--- src/rtl/core/osm_pkg.sv ---
// Shared types and codes for the order-statistic multiset.
// No dependencies; the cell, controller, top level and testbench refer to it by scoped names.
package osm_pkg;

    typedef enum logic [1:0] {
        ACT_INSERT = 2'd0,
        ACT_ERASE  = 2'd1,
        ACT_QUERY  = 2'd2,
        ACT_NONE   = 2'd3
    } act_t;

    typedef enum logic [1:0] {
        STS_DONE = 2'd0,
        STS_FULL = 2'd1,
        STS_RANK = 2'd2
    } status_t;

    typedef enum logic {
        ST_IDLE = 1'b0,
        ST_EXEC = 1'b1
    } state_t;

    // Command broadcast to every cell of the chain
    typedef struct packed {
        logic ins;   // open a slot above the new key and fill it
        logic del;   // pull every entry at or above the key one place down
    } cell_cmd_t;

endpackage

--- src/rtl/core/osm_cell.sv ---
// One storage cell of the sorted chain: holds a value and shifts with neighbours.
// Depends on osm_pkg (cell_cmd_t).
module osm_cell #(
    parameter int VALUE_WIDTH = 32,
    parameter int COUNT_W     = 9,
    parameter int INDEX       = 0
) (
    input  logic                          clk,
    input  osm_pkg::cell_cmd_t            cmd,
    input  logic signed [VALUE_WIDTH-1:0] key,
    input  logic [COUNT_W-1:0]            count,
    input  logic signed [VALUE_WIDTH-1:0] left_val,
    input  logic                          left_gt,
    input  logic signed [VALUE_WIDTH-1:0] right_val,
    output logic signed [VALUE_WIDTH-1:0] val,
    output logic                          gt,
    output logic                          eq
);

    logic signed [VALUE_WIDTH-1:0] val_reg;
    logic                          occ;

    // Entries below the count are held; the rest are free
    assign occ = COUNT_W'(INDEX) < count;
    assign gt  = occ && (val_reg > key);
    assign eq  = occ && (val_reg == key);
    assign val = val_reg;

    // Free cells may take junk; they are never read before being filled
    always_ff @(posedge clk)
    begin
        if (cmd.ins && (gt || !occ))
        begin
            val_reg <= left_gt ? left_val : key;
        end
        else if (cmd.del && (gt || eq || !occ))
        begin
            val_reg <= right_val;
        end
    end

endmodule

--- config.mk ---
export PLATFORM = sky130hd
export DESIGN_NAME = osm_cell
export DESIGN_NICKNAME = d
export VERILOG_FILES = /design/src/rtl/core/osm_pkg.sv /design/src/rtl/core/osm_cell.sv
export SDC_FILE = /design/constraint.sdc
export NUM_CORES = 1
export LEC_CHECK = 0
export ABC_AREA = 1
export BUFFER_PORTS_ARGS = -buffer_cell sky130_fd_sc_hd__buf_2
export CORE_MARGIN = 2
export CORE_UTILIZATION = 51
export CTS_BUF_LIST = sky130_fd_sc_hd__clkbuf_8
export CTS_CLUSTER_DIAMETER = 120
export CTS_CLUSTER_SIZE = 16
export DETAILED_ROUTE_END_ITERATION = 16
export GPL_TIMING_DRIVEN = 0
export PLACE_DENSITY = 0.94
export SYNTH_ARGS = -nofsm -noshare
export SYNTH_HDL_FRONTEND = slang
export SYNTH_SLANG_ARGS = --single-unit
export TNS_END_PERCENT = 1
--- constraint.sdc ---
create_clock -name clk -period 8.55 [get_ports clk]
set_clock_uncertainty 0.1 [all_clocks]
set_input_delay 0.855 -clock clk [delete_from_list [all_inputs] [get_ports clk]]
set_output_delay 0.855 -clock clk [all_outputs]
set_load 0.01 [all_outputs]
==> results.txt <==
Total GRT Usage: 26.6%
Post-synth net total: 505
Wire length of the first global-routing pass: 12600 um
# IOs: 143
Routability Congestion: 0.886
DIE WIDTH: 76.7 um
Max FFs per register: 32
Routed vias: 3037
Clk buf depth: 2
Sink Count: 32
# resized after CTS: 0
Leak Pwr: 2.00 nW
TritonRoute pass-1 iters: 5
Drt drc: 0
Worst hold path class: input port to flop
Worst Setup Start Kind: input port
Diode count: 0
Core Area: 5110 sq um
Final Setup Violations: 0
Setup TNS Final: 0 ns
CTS tree: done
# nets final: 652
Largest fanout on the critical path: 3
Distinct cells, synth: 27
FF+latch area: 961 sq um
Post-CTS Setup Bufs: 0
Top post-synthesis cells by area: edfxtp_1 (36%), nand2_1 (18%), ha_1 (15%)
Max_cap viols: 0
Area after DPL: 3490 sq um
CTS Hold Buffers Added: 0
Critical path required time: 7.60 ns
# rows: 26
Top cell type by total area after synthesis: edfxtp_1
Slew headroom: 47.4%
Pin slew with the least headroom to its limit: 0.786 ns
CTS root buffer: clkbuf_8
Initial DRC Count: 148
Power Total: 0.00106 W
Fraction of layout cells with a size suffix above 1: 31.1%
Depth of the CTS H-tree: 2
Syn Area/Cell: 7.41 sq um
Cells after synthesis: 364
Initial Utilization: 52.8%
Routed WL: 7940 um
Die area: 5890 sq um
Max VDD drop: 293 uV
Max incr delay on CP: 0.29 ns
Die H: 76.7 um
Area grow syn2layout: 32.1%
Hpwl dp: 6330 um
Final period util: 38.9%
Synth top area share: 35.6%
CTS clk-pin slew, worst paths: 0.07 ns
Post-synthesis sequential area ratio: 35.6%
Filler cells: 435
Largest net degree at the start of global routing: 33
Antenna Nets Post-Route: 0
Crit path DAT: 2.37 ns
Worst R2R Path Depth: 14
Worst-Skew Late Latency: 0.28 ns
CP Cell Sequence: buf_2, inv_1, ha_1, nand2_1, nor2_1, nand4_1, inv_1, nand2_1, nand2_1, nand2_1, nand3_1, nand3_2, nor2_1, buf_2
Hold depth: 3
Area of the multi-input gates: 1490 sq um
Final Hold Viols: 0
RSZ-0062 raised after global routing: no
Final min period: 3.32 ns
WS Path Type: input port to primary output
CP max stage cell: ha_1
Status: complete, no violations
Average wire per standard cell: 13.7 um
Crit path capture type: primary output
I/O Buffers: 140
Total CTS buffers: 5
Total gr overflow: 0
Number of global-route vias before repair: 2933
Post-route cell area: 3570 sq um
Initial antenna violation count: 0
Via density: 5.23
Synthesized area: 2700 sq um
Synthesis-stage register bit count: 32
Max Slew Vio Count: 0
Pwr dens: 298 nW/um^2
CP most frequent cell: nand2_1
Fmax: 301 MHz
Yosys warning count: 0
==> layout by cell type (no fill, tap or decap), types with 3 or more instances in the layout <==
master / netlist / routed
edfxtp_1: 32 / 32
buf_1: 4 / 4
buf_2: 2 / 142
clkbuf_8: 0 / 5
clkbuf_1: 7 / 7
ha_1: 32 / 32
nand2_1: 130 / 129
o21ai_0: 33 / 33
a21oi_1: 14 / 14
nand3_1: 37 / 37
nor2_1: 10 / 10
inv_1: 43 / 43
buf_6: 3 / 3
==> critical path: cells and delay by family <==
| family | cells | cell delay (ns) |
|---|---|---|
| and+or+nand+nor | 9 | 0.88 |
| buffers and inverters | 4 | 0.37 |
| adders and majority gates | 1 | 0.29 |
==> power breakdown <==
| part | internal (W) | switching (W) |
|---|---|---|
| clock network | 0.0000537 | 0.0000560 |
| logic | 0.000226 | 0.000371 |
| registers | 0.000305 | 0.0000508 |
| total | 0.000585 | 0.000477 |
==> Yosys cell counts <==
cell type,instances
a21oi_1,14
nor2_1,10
nor4_2,1
nor4_1,1
nand4_1,2
nor2_2,1
nand3_2,1
edfxtp_1,32
inv_1,43
buf_2,2
nor3_1,1
and3_1,1
buf_6,3
buf_1,4
o21a_1,2
clkbuf_1,7
nand3_1,37
nand2_2,1
mux2_2,1
nand2_1,130
a21o_1,1
nand3b_1,1
nand2_4,1
o21ai_0,33
ha_1,32
nand2_8,1
buf_4,1
==> area by class of cell <==
cell class	count	share of cell area [%]
multi-input combinational	272	41.7
sequential	32	26.9
tap	70	2.46
inverter	43	4.53
clock inverter	2	0.211
clock buffer	5	1.93
timing repair buffer	140	19.6
buffer	17	2.60
==> path summary, 6_finish.rpt <==
path	start	endpoint	slack, ns
min reg2reg	val[31]	val[31]	1.08
max reg2reg	val[15]	val[13]	5.56
min	right_val[24]	val[24]	0.73
max	key[15]	gt	5.23
==> cell families (layout without fill, tap and decap cells) <==
logic type / Yosys count / count (layout) / share of synthesized area (%)
AND/OR/NAND/NOR: 189 / 189 / 30.2
buffers and inverters: 60 / 207 / 9.41
AO/OA/AOI/OAI: 50 / 50 / 9.55
adder cells (fa/ha/maj): 32 / 32 / 14.8
flip-flops: 32 / 32 / 35.6
multiplexers: 1 / 1 / 0.417
==> through the flow <==
stage | worst slack (ns) | utilization, % | cells | hold WS (ns)
floorplan | 5.17 | - | 364 | 0.934
global placement | 4.60 | 68.3 | 574 | 0.985
detailed placement | 4.46 | 68.3 | 574 | 1.02
CTS | 4.76 | 69.8 | 581 | 0.732
global route | 4.97 | 69.8 | 581 | 0.741
finish | 5.23 | 69.8 | 581 | 0.734
==> layer usage <==
metal / vias to the layer above / GRT usage (%) / wire [um]
li1: 1496 / - / -
met1: 1351 / 28.7 / 3010
met2: 163 / 49.7 / 4020
met3: 27 / 6.12 / 673
met4: 0 / 10.9 / 223
met5: - / 0 / 0
(Power assumes the default switching activity.)
