<file path="src/rtl/core/osm_pkg.sv">
// Shared types and codes for the order-statistic multiset.
// No dependencies; the cell, controller, top level and testbench refer to it by scoped names.
package osm_pkg;

    typedef enum logic [1:0] {
        ACT_INSERT = 2'd0,
        ACT_ERASE  = 2'd1,
        ACT_QUERY  = 2'd2,
        ACT_NONE   = 2'd3
    } act_t;

    typedef enum logic [1:0] {
        STS_DONE = 2'd0,
        STS_FULL = 2'd1,
        STS_RANK = 2'd2
    } status_t;

    typedef enum logic {
        ST_IDLE = 1'b0,
        ST_EXEC = 1'b1
    } state_t;

    // Command broadcast to every cell of the chain
    typedef struct packed {
        logic ins;   // open a slot above the new key and fill it
        logic del;   // pull every entry at or above the key one place down
    } cell_cmd_t;

endpackage

</file>
<file path="src/rtl/core/osm_req_if.sv">
// Request channel: action, value and rank with a valid/ready handshake.
// Depends on nothing; widths are set by the instantiating level.
interface osm_req_if #(
    parameter int VALUE_WIDTH = 32,
    parameter int COUNT_W     = 9
);
    logic                          valid;
    logic                          ready;
    logic [1:0]                    action;
    logic signed [VALUE_WIDTH-1:0] value;
    logic [COUNT_W-1:0]            rank;

    modport source (output valid, output action, output value, output rank, input ready);
    modport sink   (input valid, input action, input value, input rank, output ready);
endinterface

</file>
<file path="src/rtl/core/osm_rsp_if.sv">
// Response channel: found value, status and stored count with valid/ready.
// Depends on nothing; widths are set by the instantiating level.
interface osm_rsp_if #(
    parameter int VALUE_WIDTH = 32,
    parameter int COUNT_W     = 9
);
    logic                          valid;
    logic                          ready;
    logic signed [VALUE_WIDTH-1:0] found_value;
    logic [1:0]                    status;
    logic [COUNT_W-1:0]            stored_count;

    modport source (output valid, output found_value, output status, output stored_count,
                    input ready);
    modport sink   (input valid, input found_value, input status, input stored_count,
                    output ready);
endinterface

</file>
<file path="src/rtl/core/osm_ctrl.sv">
// Sequencer for the multiset: decodes items, drives the cell chain, holds the
// element count and the result register. Depends on osm_pkg and both channel interfaces.
module osm_ctrl #(
    parameter int CAPACITY    = 256,
    parameter int VALUE_WIDTH = 32,
    parameter int COUNT_W     = 9
) (
    input  logic                          clk,
    input  logic                          rst_n,
    osm_req_if.sink                       req,
    osm_rsp_if.source                     rsp,
    input  logic                          any_eq,
    input  logic signed [VALUE_WIDTH-1:0] tap_val,
    output osm_pkg::cell_cmd_t            cmd,
    output logic signed [VALUE_WIDTH-1:0] key,
    output logic [COUNT_W-1:0]            count,
    output logic [COUNT_W-1:0]            target
);

    osm_pkg::state_t               state_reg, state_next;
    osm_pkg::act_t                 action_reg, action_next;
    osm_pkg::status_t              status_reg, status_next;
    logic signed [VALUE_WIDTH-1:0] key_reg, key_next;
    logic [COUNT_W-1:0]            target_reg, target_next;
    logic [COUNT_W-1:0]            count_reg, count_next;
    logic                          res_valid_reg, res_valid_next;
    logic signed [VALUE_WIDTH-1:0] res_found_reg, res_found_next;
    osm_pkg::status_t              res_status_reg, res_status_next;
    logic [COUNT_W-1:0]            res_count_reg, res_count_next;
    logic                          slot_free;
    logic                          accept;
    logic                          finish;

    assign req.ready        = (state_reg == osm_pkg::ST_IDLE);
    assign accept           = req.valid && req.ready;
    assign slot_free        = !res_valid_reg || rsp.ready;
    assign rsp.valid        = res_valid_reg;
    assign rsp.found_value  = res_found_reg;
    assign rsp.status       = res_status_reg;
    assign rsp.stored_count = res_count_reg;
    assign key              = key_reg;
    assign count            = count_reg;
    assign target           = target_reg;

    always_ff @(posedge clk or negedge rst_n)
    begin
        if (!rst_n)
        begin
            state_reg     <= osm_pkg::ST_IDLE;
            count_reg     <= '0;
            res_valid_reg <= 1'b0;
        end
        else
        begin
            state_reg     <= state_next;
            count_reg     <= count_next;
            res_valid_reg <= res_valid_next;
        end
    end

    always_ff @(posedge clk)
    begin
        action_reg     <= action_next;
        status_reg     <= status_next;
        key_reg        <= key_next;
        target_reg     <= target_next;
        res_found_reg  <= res_found_next;
        res_status_reg <= res_status_next;
        res_count_reg  <= res_count_next;
    end

    always_comb
    begin
        state_next      = state_reg;
        action_next     = action_reg;
        status_next     = status_reg;
        key_next        = key_reg;
        target_next     = target_reg;
        count_next      = count_reg;
        res_valid_next  = res_valid_reg && !rsp.ready;
        res_found_next  = res_found_reg;
        res_status_next = res_status_reg;
        res_count_next  = res_count_reg;
        cmd             = '0;
        finish          = 1'b0;

        unique case (state_reg)
            osm_pkg::ST_IDLE:
            begin
                if (accept)
                begin
                    action_next = osm_pkg::act_t'(req.action);
                    key_next    = req.value;
                    target_next = count_reg - req.rank;
                    status_next = osm_pkg::STS_DONE;
                    if (action_next == osm_pkg::ACT_INSERT
                        && count_reg == COUNT_W'(CAPACITY))
                    begin
                        status_next = osm_pkg::STS_FULL;
                    end
                    else if (action_next == osm_pkg::ACT_QUERY
                             && (req.rank == '0 || req.rank > count_reg))
                    begin
                        status_next = osm_pkg::STS_RANK;
                    end
                    state_next = osm_pkg::ST_EXEC;
                end
            end
            osm_pkg::ST_EXEC:
            begin
                res_found_next = '0;
                unique case (action_reg)
                    osm_pkg::ACT_INSERT:
                    begin
                        if (slot_free)
                        begin
                            finish = 1'b1;
                            if (status_reg == osm_pkg::STS_DONE)
                            begin
                                cmd.ins    = 1'b1;
                                count_next = count_reg + COUNT_W'(1);
                            end
                        end
                    end
                    osm_pkg::ACT_ERASE:
                    begin
                        // one copy leaves the chain per cycle
                        if (any_eq)
                        begin
                            cmd.del    = 1'b1;
                            count_next = count_reg - COUNT_W'(1);
                        end
                        else if (slot_free)
                        begin
                            finish = 1'b1;
                        end
                    end
                    osm_pkg::ACT_QUERY:
                    begin
                        if (slot_free)
                        begin
                            finish = 1'b1;
                            if (status_reg == osm_pkg::STS_DONE)
                            begin
                                res_found_next = tap_val;
                            end
                        end
                    end
                    default:
                    begin
                        finish = slot_free;
                    end
                endcase

                if (finish)
                begin
                    res_valid_next  = 1'b1;
                    res_status_next = status_reg;
                    res_count_next  = count_next;
                    state_next      = osm_pkg::ST_IDLE;
                end
                else
                begin
                    res_found_next = res_found_reg;
                end
            end
            default:
            begin
                state_next = osm_pkg::ST_IDLE;
            end
        endcase
    end

endmodule

</file>
<file path="src/flat_wrapper.sv">
// flat-port wrapper written by rule: the top's interface ports become plain ports
module osm_ctrl_flat 
#(
    parameter int CAPACITY    = 256,
    parameter int VALUE_WIDTH = 32,
    parameter int COUNT_W     = 9
)
  (clk, rst_n, any_eq, tap_val, cmd, key, count, target, req_valid, req_action, req_value, req_rank, req_ready, rsp_valid, rsp_found_value, rsp_status, rsp_stored_count, rsp_ready);
  osm_req_if #(.VALUE_WIDTH(VALUE_WIDTH), .COUNT_W(COUNT_W)) req_i ();
  osm_rsp_if #(.VALUE_WIDTH(VALUE_WIDTH), .COUNT_W(COUNT_W)) rsp_i ();
  input  logic clk;
  input  logic rst_n;
  input  logic any_eq;
  input  logic signed [VALUE_WIDTH-1:0] tap_val;
  output osm_pkg::cell_cmd_t cmd;
  output logic signed [VALUE_WIDTH-1:0] key;
  output logic [COUNT_W-1:0] count;
  output logic [COUNT_W-1:0] target;
  input wire logic [$bits(req_i.valid)-1:0] req_valid;
  input wire logic [$bits(req_i.action)-1:0] req_action;
  input wire logic [$bits(req_i.value)-1:0] req_value;
  input wire logic [$bits(req_i.rank)-1:0] req_rank;
  output wire logic [$bits(req_i.ready)-1:0] req_ready;
  output wire logic [$bits(rsp_i.valid)-1:0] rsp_valid;
  output wire logic [$bits(rsp_i.found_value)-1:0] rsp_found_value;
  output wire logic [$bits(rsp_i.status)-1:0] rsp_status;
  output wire logic [$bits(rsp_i.stored_count)-1:0] rsp_stored_count;
  input wire logic [$bits(rsp_i.ready)-1:0] rsp_ready;
  assign req_i.valid = req_valid;
  assign req_i.action = req_action;
  assign req_i.value = req_value;
  assign req_i.rank = req_rank;
  assign req_ready = req_i.ready;
  assign rsp_valid = rsp_i.valid;
  assign rsp_found_value = rsp_i.found_value;
  assign rsp_status = rsp_i.status;
  assign rsp_stored_count = rsp_i.stored_count;
  assign rsp_i.ready = rsp_ready;
  osm_ctrl #(.CAPACITY(CAPACITY), .VALUE_WIDTH(VALUE_WIDTH), .COUNT_W(COUNT_W)) u_core (.clk(clk), .rst_n(rst_n), .req(req_i), .rsp(rsp_i), .any_eq(any_eq), .tap_val(tap_val), .cmd(cmd), .key(key), .count(count), .target(target));
endmodule
</file>
<file path="config.mk">
export PLATFORM = sky130hd
export DESIGN_NAME = osm_ctrl_flat
export DESIGN_NICKNAME = d
export VERILOG_FILES = /design/src/rtl/core/osm_pkg.sv /design/src/rtl/core/osm_req_if.sv /design/src/rtl/core/osm_rsp_if.sv /design/src/rtl/core/osm_ctrl.sv /design/src/flat_wrapper.sv
export SDC_FILE = /design/constraint.sdc
export NUM_CORES = 1
export LEC_CHECK = 0
export BUFFER_PORTS_ARGS = -buffer_cell sky130_fd_sc_hd__buf_2
export CORE_MARGIN = 5
export CORE_UTILIZATION = 46
export CTS_CLUSTER_SIZE = 20
export DETAILED_ROUTE_END_ITERATION = 10
export GPL_ROUTABILITY_DRIVEN = 0
export HOLD_SLACK_MARGIN = 0.03
export PLACE_DENSITY = 0.88
export SLEW_MARGIN = 20
export SYNTH_ARGS = -nofsm -noshare
export SYNTH_HDL_FRONTEND = slang
export SYNTH_SLANG_ARGS = --single-unit
</file>
<file path="constraint.sdc">
create_clock -name clk -period 6.1 [get_ports clk]
set_input_delay 0.61 -clock clk [delete_from_list [all_inputs] [get_ports clk]]
set_output_delay 0.61 -clock clk [all_outputs]
set_load 0.01 [all_outputs]
</file>
==> metrics <==
run status completed; CTS tree built; max frequency 410 MHz; 1st-iter DRT viols 145; post-DP HPWL 7.54 mm; period utilization 39.9%; initial core utilization 47.0%; chip width 107 µm; Max Slew Vio Count 0; Worst Path Buf+Inv 1; RSZ-0062 raised after global routing no; clock root cell clkbuf_8; Setup TNS 0 ns; Residual DRC 0; Crit. Startpoint u_core.action_reg[0]$_DFFE_PP_; HP Class primary input to asynchronous set/reset pin; sequential-to-total area share from yosys stat 67.6%; global-route wire length before repair 15.0 mm; Worst VDD drop 0.000173 V; Pwr per Cell Area 431 nW/µm²; drt total wl 9.91 mm; drt pass-1 iters 4; via/cell ratio 5.08; CP Launch Type flip-flop; Max-Cap Viols 0; setup violators final 0; Synth Area in Simple Gates 15.5%; Post-Synth XOR/XNOR Area 4.06%; Flop pwr share 48.9%; number of diodes 0; Distinct cells, synth 52; antenna violations before repair 0; R2R Setup Slk 3.84 ns; Slew HR 41.5%; final net count 565; fin crit period 2.44 ns; EDFF count, synth 88; row count 35; area growth from synthesis to layout 27.6%; Compound-Gate Fraction of Synth Area 5.85%; Syn Area/Cell 14.7 µm²; mux contribution to synthesized area 0.261%; # Post-CTS Setup Buffers 0; I/O Pins 177; post_cts resized 0; die area 11,400 µm²; largest net degree at the start of global routing 46; Synth Cell Area 4320 µm²; Crit path largest cell delay 0.51 ns; cell area after layout 5510 µm²; Worst Reg2Reg Path Length in Cells 8; core box area 9200 µm²; Synth Area in Adders 3.94%; Port Buffers 176; Clock power frac 16.5%; overall power 2370 µW; Synth Flop Type edfxtp_1; leak pwr 0.00240 µW; net switching fraction of the power 36.4%; Fin. Hold Viols 0; Skew-Pair Late Insertion Delay 0.35 ns; WS Path Type flip-flop to output port; Crit. End Element output port; origin of the critical flop-to-flop path u_core.count[0]$_DFFE_PN0P_; YS warnings 0; top post-synthesis cells by area edfxtp_1 61%, dfrtp_1 6.4%, and2_1 4.9%; syn_nets 387; worst-margin pin slew 0.877 ns; Worst Path Max Fanout 5; # clock sinks 99; Comb pwr share 34.6%; hold buffer count at cts 0; Num CTS Buffers 9; WL per Instance 16.9 µm; internal power 1510 µW; Post-Synthesis Cells 294; crit path DAT 1.83 ns; Max clock buf depth 2; Clock Skew 0.00875 ns; total congestion overflow 0; ys async rst share 11.1%; post-synth top area cell edfxtp_1; H-Tree Depth 3; most instantiated cells after synthesis 88 x edfxtp_1, 34 x and2_1, 17 x nor2_1; synthesis-stage register bit count 99; vias 2,988; Synth top area share 61.2%; Req. time, crit path 5.49 ns; via count of the first global-routing pass 3,006; Psw 864 µW; Crit-path slowest cell edfxtp_1; Reg clk slew, reported paths 0.10 ns; largest family of logic cells by synthesized area simple AND/OR/NAND/NOR gates; worst path cell trace or3_4, nor3_4, buf_2; layout cells sized above 1 43.4%; most numerous cell in the Yosys netlist edfxtp_1; area of placed instances 5280 µm²; RR Endpoint u_core.target[6]$_DFFE_PP_; family with the most delay on the worst path simple AND/OR/NAND/NOR gates; Die H 107 µm; total track usage 16.9%; DRT antenna net count 0
routing by layer:
| layer | up-vias | track usage [%] | wire [µm] |
|---|---|---|---|
| met3 | 8 | 4.88 | 759 |
| met4 | 0 | 4.93 | 111 |
| met1 | 1418 | 20.1 | 3960 |
| li1 | 1433 | - | - |
| met5 | - | 0 | 0 |
| met2 | 129 | 29.9 | 5080 |
layout by cell type, fill, tap and decap left out, types with 7 or more instances in the layout:
cell and count:
ha_1 12, dfrtp_1 11, nor2_1 16, inv_1 14, and2_1 34, xnor2_1 16
a32oi_1 7, clkbuf_8 9, buf_2 176, edfxtp_1 88, nand2_1 7, a21oi_1 9
per-stage QoR:
stage               util (%)  instances  setup slack (ns)  hold WS, ns
finish                  59.9        588              3.66        0.116
global route            59.9        588              3.58        0.106
CTS                     59.4        586              3.67        0.107
detailed placement      57.4        570              3.66        0.489
global placement        57.4        570              3.74        0.481
floorplan                  -        294              2.85        0.314
cell type report:
class	count	area, µm²
inverter	14	52.6
fill	716	3680
multi-input combinational	170	1290
tap	111	139
sequential	99	2920
timing repair buffer	178	928
clock inverter	7	57.6
clock buffer	9	124
power by group through the flow:
stage / combinational, µW / clock [µW] / sequential [µW]
6_report: 821 / 391 / 1160
3_3_place_gp: 778 / 0 / 1170
5_1_grt: 901 / 435 / 1190
4_1_cts: 807 / 402 / 1170
2_1_floorplan: 449 / 0 / 1210
3_5_place_dp: 800 / 0 / 1180
logic make-up after synthesis:
logic type | after synthesis
and+or+nand+nor | 99
buffers and inverters | 25
adders and majority gates | 13
muxes | 1
DFF | 99
AOI/OAI and AO/OA | 37
xor gates and xnor gates | 20
worst max path at each step:
stage | endpoint | cells past startpoint
2_1_floorplan | u_core.rsp.found_value[0]$_SDFFCE_PN0P_ | 2
3_3_place_gp | u_core.rsp.found_value[15]$_SDFFCE_PN0P_ | 3
3_5_place_dp | u_core.rsp.found_value[9]$_SDFFCE_PN0P_ | 3
4_1_cts | cmd[1] | 3
5_1_grt | cmd[1] | 3
6_report | cmd[1] | 3
(Power assumes the default switching activity.)
